<file path="src/rtl/core/bcc_pkg.sv">
`timescale 1ns / 1ps
// Shared types, register codes and arithmetic constants for the balance controller.
package bcc_pkg;

    // Configuration port
    localparam int CFG_INDEX_W = 3;
    localparam int CFG_DATA_W  = 16;

    typedef enum logic [CFG_INDEX_W-1:0] {
        REG_MIDDLE_ANGLE   = 3'd0,
        REG_BALANCE_KP     = 3'd1,
        REG_BALANCE_KD     = 3'd2,
        REG_VELOCITY_KP    = 3'd3,
        REG_VELOCITY_KI    = 3'd4,
        REG_INTEGRAL_LIMIT = 3'd5,
        REG_TILT_LIMIT     = 3'd6,
        REG_PWM_LIMIT      = 3'd7
    } cfg_index_t;

    // Register reset values
    localparam logic signed [12:0] MIDDLE_ANGLE_RST   = 13'sd0;
    localparam logic [15:0]        BALANCE_KP_RST     = 16'd57600;
    localparam logic [15:0]        BALANCE_KD_RST     = 16'd276;
    localparam logic [15:0]        VELOCITY_KP_RST    = 16'd40960;
    localparam logic [15:0]        VELOCITY_KI_RST    = 16'd205;
    localparam logic [15:0]        INTEGRAL_LIMIT_RST = 16'd10000;
    localparam logic [13:0]        TILT_LIMIT_RST     = 14'd4000;
    localparam logic [12:0]        PWM_LIMIT_RST      = 13'd6900;

    // Serial arithmetic sizing
    localparam int GAIN_W    = 16;              // multiplier bits, one per step
    localparam int MAG_W     = 25;              // widest multiplicand magnitude
    localparam int LANE_W    = GAIN_W + MAG_W;  // product register
    localparam int DIVN_W    = 27;              // divider numerator, one bit per step
    localparam int FILT_W    = 26;              // filtered error and integral, Q.8
    localparam int SUM_W     = 28;              // final signed sums
    localparam int MUL_STEPS = GAIN_W;
    localparam int DIV_STEPS = DIVN_W;
    localparam int CNT_W     = $clog2(DIV_STEPS);

    localparam int DIV5_K      = 5;
    localparam int DIV100_K    = 100;
    localparam int REM5_W      = $clog2(DIV5_K);
    localparam int REM100_W    = $clog2(DIV100_K);

    typedef struct packed {
        logic signed [15:0] tilt_angle;
        logic signed [15:0] tilt_rate;
        logic signed [15:0] left_count;
        logic signed [15:0] right_count;
        logic               key_click;
    } in_item_t;

    typedef struct packed {
        logic signed [13:0] motor_command;
        logic [12:0]        duty;
        logic               left_in1;
        logic               left_in2;
        logic               right_in1;
        logic               right_in2;
        logic               shut_off;
    } out_item_t;

    typedef enum logic [3:0] {
        ST_IDLE,
        ST_PREP,
        ST_MUL1,
        ST_DIV,
        ST_FUPD,
        ST_IUPD,
        ST_MUL2,
        ST_SUM,
        ST_OUT
    } bcc_state_t;

endpackage

</file>
<file path="src/rtl/core/balance_cascade_controller.sv">
`timescale 1ns / 1ps
// Two-wheel balance controller: PD tilt loop plus PI wheel-speed loop, bit-serial datapath.
// Every second accepted tick computes; the other ticks only flip the phase. A computing
// tick keeps in_ready low from acceptance until its result is loaded: a setup state, a
// 16-step shift-add pass that forms the two balance products, a 27-step restoring divide
// that runs the /5 speed filter and the /100 angle scaling side by side, a filter update
// and an integral update state, a second 16-step multiply pass for the speed terms, a sum
// state, and an output state that clamps and loads the result register. No new tick is
// taken while one computes. The result register lets the next item in while a result
// waits on out_ready. Configuration registers are written with cfg_we and may change
// only while the block is idle.
module balance_cascade_controller (
    input  logic                                clk,
    input  logic                                rst_n,
    input  logic                                cfg_we,
    input  logic [bcc_pkg::CFG_INDEX_W-1:0]     cfg_index,
    input  logic [bcc_pkg::CFG_DATA_W-1:0]      cfg_data,
    input  logic                                in_valid,
    output logic                                in_ready,
    input  bcc_pkg::in_item_t                   in_item,
    output logic                                out_valid,
    input  logic                                out_ready,
    output bcc_pkg::out_item_t                  out_item
);
    import bcc_pkg::*;

    // Configuration
    logic signed [12:0] middle_angle_reg;
    logic [15:0]        balance_kp_reg;
    logic [15:0]        balance_kd_reg;
    logic [15:0]        velocity_kp_reg;
    logic [15:0]        velocity_ki_reg;
    logic [15:0]        integral_limit_reg;
    logic [13:0]        tilt_limit_reg;
    logic [12:0]        pwm_limit_reg;

    // Control and loop state
    bcc_state_t          state_reg, state_next;
    logic [CNT_W-1:0]    cnt_reg;
    logic                skip_phase_reg;
    logic                stopped_reg;
    logic [FILT_W-1:0]   filt_reg;
    logic [FILT_W-1:0]   integ_reg;
    logic [12:0]         held_duty_reg;
    logic                out_valid_reg;

    // Datapath
    in_item_t            item_reg;
    logic [LANE_W-1:0]   lane_a_reg, lane_b_reg;
    logic [MAG_W-1:0]    mcand_a_reg, mcand_b_reg;
    logic [DIVN_W-1:0]   div5_reg, div100_reg;
    logic [REM5_W-1:0]   rem5_reg;
    logic [REM100_W-1:0] rem100_reg;
    logic [23:0]         dq_reg;
    logic                diff_neg_reg, rate_neg_reg, s_neg_reg, i_neg_reg, off_reg;
    logic [DIVN_W-1:0]   isum_reg;
    logic [SUM_W-1:0]    bal_reg, vel_reg;
    out_item_t           out_item_reg;

    logic in_take, out_free, out_load, mul_last, div_last;

    // ---------------------------------------------------------------- control
    assign mul_last = (cnt_reg == CNT_W'(MUL_STEPS - 1));
    assign div_last = (cnt_reg == CNT_W'(DIV_STEPS - 1));

    always_comb
    begin
        state_next = state_reg;
        unique case (state_reg)
            ST_IDLE:
            begin
                if (in_take && skip_phase_reg)
                    state_next = ST_PREP;
            end
            ST_PREP: state_next = ST_MUL1;
            ST_MUL1:
            begin
                if (mul_last)
                    state_next = ST_DIV;
            end
            ST_DIV:
            begin
                if (div_last)
                    state_next = ST_FUPD;
            end
            ST_FUPD: state_next = ST_IUPD;
            ST_IUPD: state_next = ST_MUL2;
            ST_MUL2:
            begin
                if (mul_last)
                    state_next = ST_SUM;
            end
            ST_SUM:  state_next = ST_OUT;
            ST_OUT:
            begin
                if (out_free)
                    state_next = ST_IDLE;
            end
            default: state_next = ST_IDLE;
        endcase
    end

    always_comb
    begin
        in_ready = (state_reg == ST_IDLE);
        in_take  = in_valid && in_ready;
        out_free = !out_valid_reg || out_ready;
        out_load = (state_reg == ST_OUT) && out_free;
    end

    assign out_valid = out_valid_reg;
    assign out_item  = out_item_reg;

    // ---------------------------------------------------------------- arithmetic
    // Setup: magnitudes and signs of the balance inputs and the filter numerator
    logic signed [16:0] prep_diff, prep_angle, prep_tilt;
    logic [16:0]        prep_diff_abs;
    logic [15:0]        prep_rate_abs;
    logic signed [16:0] prep_wheel;
    logic signed [27:0] prep_speed;
    logic [27:0]        prep_speed_abs;
    logic               prep_off;

    always_comb
    begin
        prep_diff = $signed({{4{middle_angle_reg[12]}}, middle_angle_reg})
                  - $signed({item_reg.tilt_angle[15], item_reg.tilt_angle});
        prep_diff_abs = prep_diff[16] ? 17'(-prep_diff) : prep_diff;
        prep_rate_abs = item_reg.tilt_rate[15] ? 16'(-item_reg.tilt_rate)
                                               : item_reg.tilt_rate;
        prep_wheel = $signed({item_reg.left_count[15], item_reg.left_count})
                   + $signed({item_reg.right_count[15], item_reg.right_count});
        // 4*F + 256*e with e the negated wheel sum
        prep_speed = $signed({filt_reg, 2'b00})
                   - $signed({{3{prep_wheel[16]}}, prep_wheel, 8'd0});
        prep_speed_abs = prep_speed[27] ? 28'(-prep_speed) : prep_speed;
        prep_angle = $signed({item_reg.tilt_angle[15], item_reg.tilt_angle});
        prep_tilt  = $signed({3'b000, tilt_limit_reg});
        prep_off   = (prep_angle > prep_tilt) || (prep_angle < -prep_tilt) || stopped_reg;
    end

    // Shift-add lanes: add multiplicand into the upper half, shift right one bit
    logic [MAG_W:0]    a_add, b_add;
    logic [LANE_W-1:0] a_step, b_step;

    always_comb
    begin
        a_add  = {1'b0, lane_a_reg[LANE_W-1:GAIN_W]}
               + (lane_a_reg[0] ? {1'b0, mcand_a_reg} : (MAG_W + 1)'(0));
        b_add  = {1'b0, lane_b_reg[LANE_W-1:GAIN_W]}
               + (lane_b_reg[0] ? {1'b0, mcand_b_reg} : (MAG_W + 1)'(0));
        a_step = {a_add, lane_a_reg[GAIN_W-1:1]};
        b_step = {b_add, lane_b_reg[GAIN_W-1:1]};
    end

    // Restoring divide steps, one quotient bit per cycle
    logic [REM5_W:0]   d5_trial;
    logic [REM100_W:0] d100_trial;
    logic              d5_ge, d100_ge;
    logic [REM5_W-1:0]   d5_rem;
    logic [REM100_W-1:0] d100_rem;

    always_comb
    begin
        d5_trial   = {rem5_reg, div5_reg[DIVN_W-1]};
        d5_ge      = d5_trial >= (REM5_W + 1)'(DIV5_K);
        d5_rem     = d5_ge ? REM5_W'(d5_trial - (REM5_W + 1)'(DIV5_K)) : d5_trial[REM5_W-1:0];
        d100_trial = {rem100_reg, div100_reg[DIVN_W-1]};
        d100_ge    = d100_trial >= (REM100_W + 1)'(DIV100_K);
        d100_rem   = d100_ge ? REM100_W'(d100_trial - (REM100_W + 1)'(DIV100_K))
                             : d100_trial[REM100_W-1:0];
    end

    // Filter result and integral sum
    logic [FILT_W-1:0] fupd_q, fupd_f;
    logic [DIVN_W-1:0] fupd_isum;

    always_comb
    begin
        fupd_q    = div5_reg[FILT_W-1:0];
        fupd_f    = s_neg_reg ? (~fupd_q + FILT_W'(1)) : fupd_q;
        fupd_isum = {integ_reg[FILT_W-1], integ_reg} + {fupd_f[FILT_W-1], fupd_f};
    end

    // Integral clamp
    logic [DIVN_W-1:0] ilim, ilim_neg, iupd_clamp, iupd_abs;
    logic              iupd_over, iupd_under;
    logic [MAG_W-1:0]  iupd_mag;

    always_comb
    begin
        ilim       = {3'b000, integral_limit_reg, 8'd0};
        ilim_neg   = ~ilim + DIVN_W'(1);
        iupd_over  = $signed(isum_reg) > $signed(ilim);
        iupd_under = $signed(isum_reg) < $signed(ilim_neg);
        iupd_abs   = isum_reg[DIVN_W-1] ? (~isum_reg + DIVN_W'(1)) : isum_reg;
        if (iupd_over)
            iupd_clamp = ilim;
        else if (iupd_under)
            iupd_clamp = ilim_neg;
        else
            iupd_clamp = isum_reg;
        iupd_mag = (iupd_over || iupd_under) ? ilim[MAG_W-1:0] : iupd_abs[MAG_W-1:0];
    end

    // Term sums
    logic [SUM_W-1:0] pqx, dqx, fqx, iqx, sum_bal, sum_vel;

    always_comb
    begin
        pqx     = {1'b0, div100_reg};
        dqx     = SUM_W'(dq_reg);
        fqx     = SUM_W'(lane_a_reg[LANE_W-1:GAIN_W]);
        iqx     = SUM_W'(lane_b_reg[LANE_W-1:GAIN_W]);
        sum_bal = (diff_neg_reg ? pqx : -pqx) + (rate_neg_reg ? -dqx : dqx);
        sum_vel = (s_neg_reg ? fqx : -fqx) + (i_neg_reg ? iqx : -iqx);
    end

    // Command clamp and bridge bits
    logic [SUM_W-1:0] cmd_total, cmd_lim, cmd_lim_neg, cmd_full;
    logic [13:0]      cmd, cmd_abs;
    logic             cmd_pos;
    out_item_t        out_new;

    always_comb
    begin
        cmd_total   = bal_reg + vel_reg;
        cmd_lim     = SUM_W'(pwm_limit_reg);
        cmd_lim_neg = -cmd_lim;
        if ($signed(cmd_total) > $signed(cmd_lim))
            cmd_full = cmd_lim;
        else if ($signed(cmd_total) < $signed(cmd_lim_neg))
            cmd_full = cmd_lim_neg;
        else
            cmd_full = cmd_total;
        cmd     = cmd_full[13:0];
        cmd_pos = !cmd[13] && (cmd != 14'd0);
        cmd_abs = cmd[13] ? (~cmd + 14'd1) : cmd;

        out_new.motor_command = $signed(cmd);
        if (off_reg)
        begin
            out_new.duty      = held_duty_reg;
            out_new.left_in1  = 1'b0;
            out_new.left_in2  = 1'b0;
            out_new.right_in1 = 1'b0;
            out_new.right_in2 = 1'b0;
            out_new.shut_off  = 1'b1;
        end
        else
        begin
            out_new.duty      = cmd_abs[12:0];
            out_new.left_in1  = cmd_pos;
            out_new.left_in2  = !cmd_pos;
            out_new.right_in1 = !cmd_pos;
            out_new.right_in2 = cmd_pos;
            out_new.shut_off  = 1'b0;
        end
    end

    // ---------------------------------------------------------------- registers
    always_ff @(posedge clk or negedge rst_n)
    begin
        if (!rst_n)
        begin
            middle_angle_reg   <= MIDDLE_ANGLE_RST;
            balance_kp_reg     <= BALANCE_KP_RST;
            balance_kd_reg     <= BALANCE_KD_RST;
            velocity_kp_reg    <= VELOCITY_KP_RST;
            velocity_ki_reg    <= VELOCITY_KI_RST;
            integral_limit_reg <= INTEGRAL_LIMIT_RST;
            tilt_limit_reg     <= TILT_LIMIT_RST;
            pwm_limit_reg      <= PWM_LIMIT_RST;
        end
        else if (cfg_we)
        begin
            unique case (cfg_index)
                REG_MIDDLE_ANGLE:   middle_angle_reg   <= $signed(cfg_data[12:0]);
                REG_BALANCE_KP:     balance_kp_reg     <= cfg_data;
                REG_BALANCE_KD:     balance_kd_reg     <= cfg_data;
                REG_VELOCITY_KP:    velocity_kp_reg    <= cfg_data;
                REG_VELOCITY_KI:    velocity_ki_reg    <= cfg_data;
                REG_INTEGRAL_LIMIT: integral_limit_reg <= cfg_data;
                REG_TILT_LIMIT:     tilt_limit_reg     <= cfg_data[13:0];
                REG_PWM_LIMIT:      pwm_limit_reg      <= cfg_data[12:0];
                default: ;
            endcase
        end
    end

    always_ff @(posedge clk or negedge rst_n)
    begin
        if (!rst_n)
        begin
            state_reg      <= ST_IDLE;
            cnt_reg        <= '0;
            skip_phase_reg <= 1'b0;
            stopped_reg    <= 1'b0;
            filt_reg       <= '0;
            integ_reg      <= '0;
            held_duty_reg  <= '0;
            out_valid_reg  <= 1'b0;
        end
        else
        begin
            state_reg <= state_next;

            if ((state_reg == ST_MUL1) || (state_reg == ST_MUL2))
                cnt_reg <= mul_last ? '0 : cnt_reg + CNT_W'(1);
            else if (state_reg == ST_DIV)
                cnt_reg <= div_last ? '0 : cnt_reg + CNT_W'(1);
            else
                cnt_reg <= '0;

            // Flip phase on every item; a click counts only on a computing tick
            if (in_take)
            begin
                skip_phase_reg <= !skip_phase_reg;
                if (skip_phase_reg && in_item.key_click)
                    stopped_reg <= !stopped_reg;
            end

            if (state_reg == ST_FUPD)
                filt_reg <= fupd_f;

            if (state_reg == ST_IUPD)
                integ_reg <= off_reg ? '0 : iupd_clamp[FILT_W-1:0];

            if (out_load && !off_reg)
                held_duty_reg <= cmd_abs[12:0];

            if (out_load)
                out_valid_reg <= 1'b1;
            else if (out_ready)
                out_valid_reg <= 1'b0;
        end
    end

    always_ff @(posedge clk)
    begin
        if (in_take)
            item_reg <= in_item;

        if (out_load)
            out_item_reg <= out_new;

        unique case (state_reg)
            ST_PREP:
            begin
                lane_a_reg   <= LANE_W'(balance_kp_reg);
                mcand_a_reg  <= MAG_W'(prep_diff_abs[15:0]);
                lane_b_reg   <= LANE_W'(balance_kd_reg);
                mcand_b_reg  <= MAG_W'(prep_rate_abs);
                diff_neg_reg <= prep_diff[16];
                rate_neg_reg <= item_reg.tilt_rate[15];
                s_neg_reg    <= prep_speed[27];
                div5_reg     <= prep_speed_abs[DIVN_W-1:0];
                rem5_reg     <= '0;
                off_reg      <= prep_off;
            end
            ST_MUL1:
            begin
                lane_a_reg <= a_step;
                lane_b_reg <= b_step;
                // Drop eight fraction bits; the angle product then goes on to /100
                if (mul_last)
                begin
                    div100_reg <= DIVN_W'(a_step[31:8]);
                    rem100_reg <= '0;
                    dq_reg     <= b_step[31:8];
                end
            end
            ST_DIV:
            begin
                div5_reg   <= {div5_reg[DIVN_W-2:0], d5_ge};
                rem5_reg   <= d5_rem;
                div100_reg <= {div100_reg[DIVN_W-2:0], d100_ge};
                rem100_reg <= d100_rem;
            end
            ST_FUPD:
            begin
                isum_reg    <= fupd_isum;
                lane_a_reg  <= LANE_W'(velocity_kp_reg);
                mcand_a_reg <= div5_reg[MAG_W-1:0];
            end
            ST_IUPD:
            begin
                i_neg_reg   <= iupd_clamp[DIVN_W-1];
                lane_b_reg  <= LANE_W'(velocity_ki_reg);
                mcand_b_reg <= iupd_mag;
            end
            ST_MUL2:
            begin
                lane_a_reg <= a_step;
                lane_b_reg <= b_step;
            end
            ST_SUM:
            begin
                bal_reg <= sum_bal;
                vel_reg <= sum_vel;
            end
            default: ;
        endcase
    end

endmodule
</file>
<file path="config.mk">
export PLATFORM = sky130hd
export DESIGN_NAME = balance_cascade_controller
export DESIGN_NICKNAME = d
export VERILOG_FILES = /design/src/rtl/core/bcc_pkg.sv /design/src/rtl/core/balance_cascade_controller.sv
export SDC_FILE = /design/constraint.sdc
export NUM_CORES = 2
export LEC_CHECK = 0
export ABC_AREA = 1
export BUFFER_PORTS_ARGS = -buffer_cell sky130_fd_sc_hd__buf_2
export CAP_MARGIN = 10
export CORE_ASPECT_RATIO = 1.2
export CORE_MARGIN = 5
export CORE_UTILIZATION = 59
export CTS_BUF_LIST = sky130_fd_sc_hd__clkbuf_4
export CTS_CLUSTER_DIAMETER = 30
export CTS_CLUSTER_SIZE = 20
export DETAILED_ROUTE_END_ITERATION = 12
export PLACE_DENSITY = 0.79
export SLEW_MARGIN = 20
export SYNTH_ARGS = -nofsm -noshare
export SYNTH_HDL_FRONTEND = slang
export SYNTH_SLANG_ARGS = --single-unit
</file>
<file path="constraint.sdc">
create_clock -name clk -period 5.7 [get_ports clk]
set_clock_uncertainty 0.15 [all_clocks]
set_input_delay 1.14 -clock clk [delete_from_list [all_inputs] [get_ports clk]]
set_output_delay 1.14 -clock clk [all_outputs]
set_load 0.02 [all_outputs]
</file>
Word level (Yosys, flattened, before mapping)
Index checks and enable logic that the tools add are counted.
- register bits after elaboration: 599
- reduce and logical (&&, ||, !) cells: 40
- muxes and demuxes: 43
- magnitude comparators: 8
- bitwise logic cells: 4
- $add $sub $neg: 25
- equal/unequal tests: 22
- operators by type and width (cell ; count):
    $pmux W41 S3 ; 2
    $mux W28 ; 4
    $pmux W27 S2 ; 2
    $mux W25 ; 4
    $pmux W25 S2 ; 2
    $add A28 B28 Y28 ; 3
    $mux W27 ; 3
    $mux W26 ; 3
    $neg A25 Y28 ; 2
    $add A25 B25 Y26 ; 2
    $pmux W4 S9 ; 1
    $mux W16 ; 2
    $neg A16 Y16 ; 2
    $gt A28 B14 Y1 ; 1
    $lt A28 B28 Y1 ; 1
    $mux W14 ; 2
    $neg A13 Y28 ; 1
    $neg A24 Y28 ; 1
    $neg A27 Y28 ; 1
    $sub A28 B25 Y28 ; 1
    $add A26 B26 Y27 ; 1
    $add A27 B1 Y27 const B ; 1
    $gt A27 B25 Y1 ; 1
    $lt A27 B27 Y1 ; 1
    other kinds (49) ; 98

Longest topological paths before layout
- depth in word-level cells: 8
- depth in mapped cells: 38

Worst setup path after synthesis
OpenSTA, ideal clock, no wires.
- path type: reg2reg
- from: reg bal_reg[18]
- to: reg out_item_reg (netlist bit out_item[15]), data pin
- stages on the path, launching flop included: 34
- buffers on the path: 1
- data arrival time: 4052 ps
- slack: 1246 ps
- library setup time: 252 ps
- data required time: 5298 ps
- cell sequence: edfxtp_1 -> ha_1 -> nand2_1 -> inv_1 -> nand2_1 -> nand2_1 -> a21oi_2 -> nor2_1 -> nor3b_2 -> nand3b_1 -> nand2_4 -> inv_4 -> ha_1 -> nand2_1 -> nor2_1 -> nand4_1 -> inv_1 -> nand3_1 -> nand2_1 -> nand2_1 -> nand2_1 -> clkbuf_1 -> o21ai_0 -> nand2_1 -> nand2_1 -> inv_1 -> ha_1 -> nand3_1 -> nor2_2 -> nand3_1 -> nand3_1 -> nand2_1 -> nand2_1 -> nand2_1
- RTL lines (element ; line ; RTL):
    start: declaration ; balance_cascade_controller.sv:57 ; logic [SUM_W-1:0] bal_reg, vel_reg;
    start signal: assignment ; balance_cascade_controller.sv:399 ; bal_reg <= sum_bal;
    end signal: assignment ; balance_cascade_controller.sv:345 ; out_item_reg <= out_new;
    end: declaration ; balance_cascade_controller.sv:58 ; out_item_t out_item_reg;

==> flow_summary.yaml <==
run_status:
  status: "finished clean"
sta:
  clock.fmax_mhz: 193
  finalCritPeriodShare_pct: 91.0
  fin_setup_tns_ns: 0
  hold_slack_ns: 0.0711
  min_period_ns: 5.19
  max-slew-margin-rel_pct: 27.4
  finalHoldViolations: 0
  slew_viol_final: 0
  max_slew.worst_pin.slew_ns: 1.09
  rsz0062_at_grt: "no"
  setup_violations: 0
grt:
  grt_max_degree: 105
  track_usage_pct: 27.7
  grt_pass1_wl_um: 168000
  grt_overflow_total: 0
  grt_antenna_before_repair: 5
  first_global_vias: 33390
setup_path:
  cpMostUsedCell: "nand2_1"
  arrival_ns: 5.77
  crit_type: "register to register"
  max_stage_delay_ns: 0.40
  critPathSlowestCell: "edfxtp_1"
  crit_family: "simple AND/OR/NAND/NOR gates"
  ff2ff_path_depth: 33
  cp_max_fo: 9
  required_ns: 6.29
  cp-start-kind: "register"
  crit_buf_inv: 3
  path_depth: 33
  endpoint_kind: "register"
clocking:
  worst_skew_pair.late_latency_ns: 0.99
  cts-root-buf: "clkbuf_4"
  cts_hold_buf: 0
  cts.sinks: 599
  cts_buffers: 111
  clk_path_buf_depth: 3
  cts_tree: "built"
  cts_max_level: 3
  clk_pin_slew_ns: 0.11
yosys:
  ys_seq_area_share_pct: 41.9
  synth.distinct_cells: 62
  netlist_area_um2: 40700
  synth_nets: 5409
  synth_cells: 4977
  yosys_register_bits: 599
  dominantRegCellSynth: "edfxtp_1"
  ys_warn_count: 0
  synth-edff-count: 402
  avgSynthCellArea_um2: 8.17
  postSynth.asyncResetShare_pct: 32.9
placement:
  gp_congestion: 0.949
  dp_hpwl_um: 81100
  port-buffer-count: 122
layout:
  num-nets-final: 5569
  fillCellCount: 5796
  multiInputGateArea_um2: 21000
  seqCellArea_um2: 17000
  synthToLayoutAreaGrowth_pct: 9.16
  drive_gt1_share_pct: 9.36
  largest_register_ffs: 64
route:
  routed_wl_um: 106000
  wl_per_cell_um: 17.1
  ant_nets: 0
  num_vias: 34205
  dr.pass1.iters: 8
  drc: 0
  avgViaCountPerCell: 5.56
  drt_iter0_markers: 2142
floorplanning:
  start_util_pct: 59.5
  die_h_um: 298
  dieArea_um2: 74300
  io_pins: 123
  core_um2: 68300
  fp.dieW_um: 250
  row_count: 105
power:
  power.leakage_nw: 21.0
  powerDensity_nw_per_um2: 645
  peakVddDrop_uv: 440
worst_hold_path:
  hold_path_class: "input port to async pin"
job:
  drv_cap: 0
## where the power goes
group          total [W]  internal [W]  switching (W)  leakage, nW
Sequential       0.00830       0.00718        0.00112         6.20
Combinational     0.0163       0.00563         0.0107         13.8
Clock            0.00402       0.00195        0.00207         1.06
Total             0.0286        0.0148         0.0139         21.0
## synthesized netlist by cell type, drive strengths merged (2+ instances only)
library cell	count	area share, %
o211ai	15	0.28
ha	334	10
nor3	102	1.3
a31o	2	0.043
and2	3	0.049
o21a	8	0.15
a21oi	316	3.9
fa	9	0.44
dfstp	33	2.1
a31oi	12	0.18
xor2	256	5.5
nor2	381	3.7
and3	2	0.031
nand3b	13	0.24
nand3	257	3.2
dfrtp	164	10
nor3b	4	0.098
buf	15	0.19
nand2	1289	12
or2	11	0.17
clkinv	5	0.046
inv	601	5.6
xnor2	100	2.2
clkbuf	94	0.87
o31ai	19	0.35
a211oi	8	0.15
nand4	43	0.68
o22ai	7	0.11
o221ai	4	0.086
o21ai	402	4.9
o21bai	28	0.54
nor4	8	0.12
or3	2	0.031
a21o	11	0.20
edfxtp	402	30
a21boi	11	0.21
## worst reg2reg max path, delay by kind of cell (launching register included)
family / cells / cell delay [ns]
AO/OA/AOI/OAI: 4 / 0.60
buffers and inverters: 3 / 0.23
AND/OR/NAND/NOR: 23 / 2.62
adder cells (fa/ha/maj): 3 / 0.94
flip-flops: 1 / 0.40
## final cells by class
cell class | count | area share [%]
Multi-Input combinational cell | 3663 | 47.3
Sequential cell | 599 | 38.4
Inverter | 606 | 5.13
Tap cell | 909 | 2.56
Clock inverter | 95 | 2.56
Timing Repair Buffer | 156 | 2.04
Clock buffer | 116 | 1.96
Antenna cell | 9 | 0.0507
## layer usage
metal / wire (µm) / GRT usage, % / up-vias
li1: - / - / 16963
met1: 40900 / 32.8 / 15850
met2: 52400 / 49.0 / 1084
met3: 6260 / 3.88 / 308
met4: 6020 / 14.3 / 0
met5: 0 / 0 / -
## cell families after synthesis
kind of cell    count (synthesis)  share of synthesized area, %
compound gates                849                          11.3
xor+xnor                      356                          7.67
fa+ha+maj                     343                          10.7
buf+inv                       715                          6.66
flops                         599                          41.9
simple gates                 2115                          21.7
## worst paths after layout
path,startpoint,slack [ns],to
setup / recovery,bal_reg[18],0.51,out_item[15]
hold / removal,rst_n,0.07,filt_reg[22]
setup reg to reg,bal_reg[18],0.51,out_item[15]
hold reg to reg,lane_b_reg[14],0.32,dq_reg[5]
max in group asynchronous,rst_n,4.10,pwm_limit_reg[11]
min in group clk,in_item[50],0.20,item_reg[50]
## per-stage QoR
step           cells  instance area, µm²  setup WS [ns]  util, %  power [W]
2_1_floorplan   4977               40700           1.25        -     0.0201
3_3_place_gp    5932               42300          0.657     61.9     0.0240
3_5_place_dp    5932               42300          0.518     61.9     0.0244
4_1_cts         6143               44300          0.521     64.9     0.0285
5_1_grt         6150               44400         0.0301     65.0     0.0311
6_report        6153               44400          0.513     65.0     0.0286
## layout by cell type, fill, tap and decap left out, drive strengths merged, types with 8 or more instances in the layout
cell type  netlist  layout
nor3           102     102
clkinvlp         0      14
o21ai          402     402
or2             11      11
o211ai          15      15
o21bai          28      28
o31ai           19      19
nand2         1289    1289
dfrtp          164     164
ha             334     334
o21a             8       8
a21boi          11      11
edfxtp         402     402
bufinv           0      17
nor2           381     381
fa               9       9
xnor2          100     100
diode            0       9
nor4             8       8
xor2           256     256
dfstp           33      33
inv            601     639
a211oi           8       8
clkbuf          94     117
clkinv           5      31
a31oi           12      12
buf             15     155
a21oi          316     316
nand3b          13      13
nand4           43      43
a21o            11      11
nand3          257     257
## timing repair
item | CTS | global route
setup endpoints to repair | 0 | 2
resized for setup | 0 | 2
setup buffers | 0 | 0
Note: power is estimated with default switching activity, not from simulation.
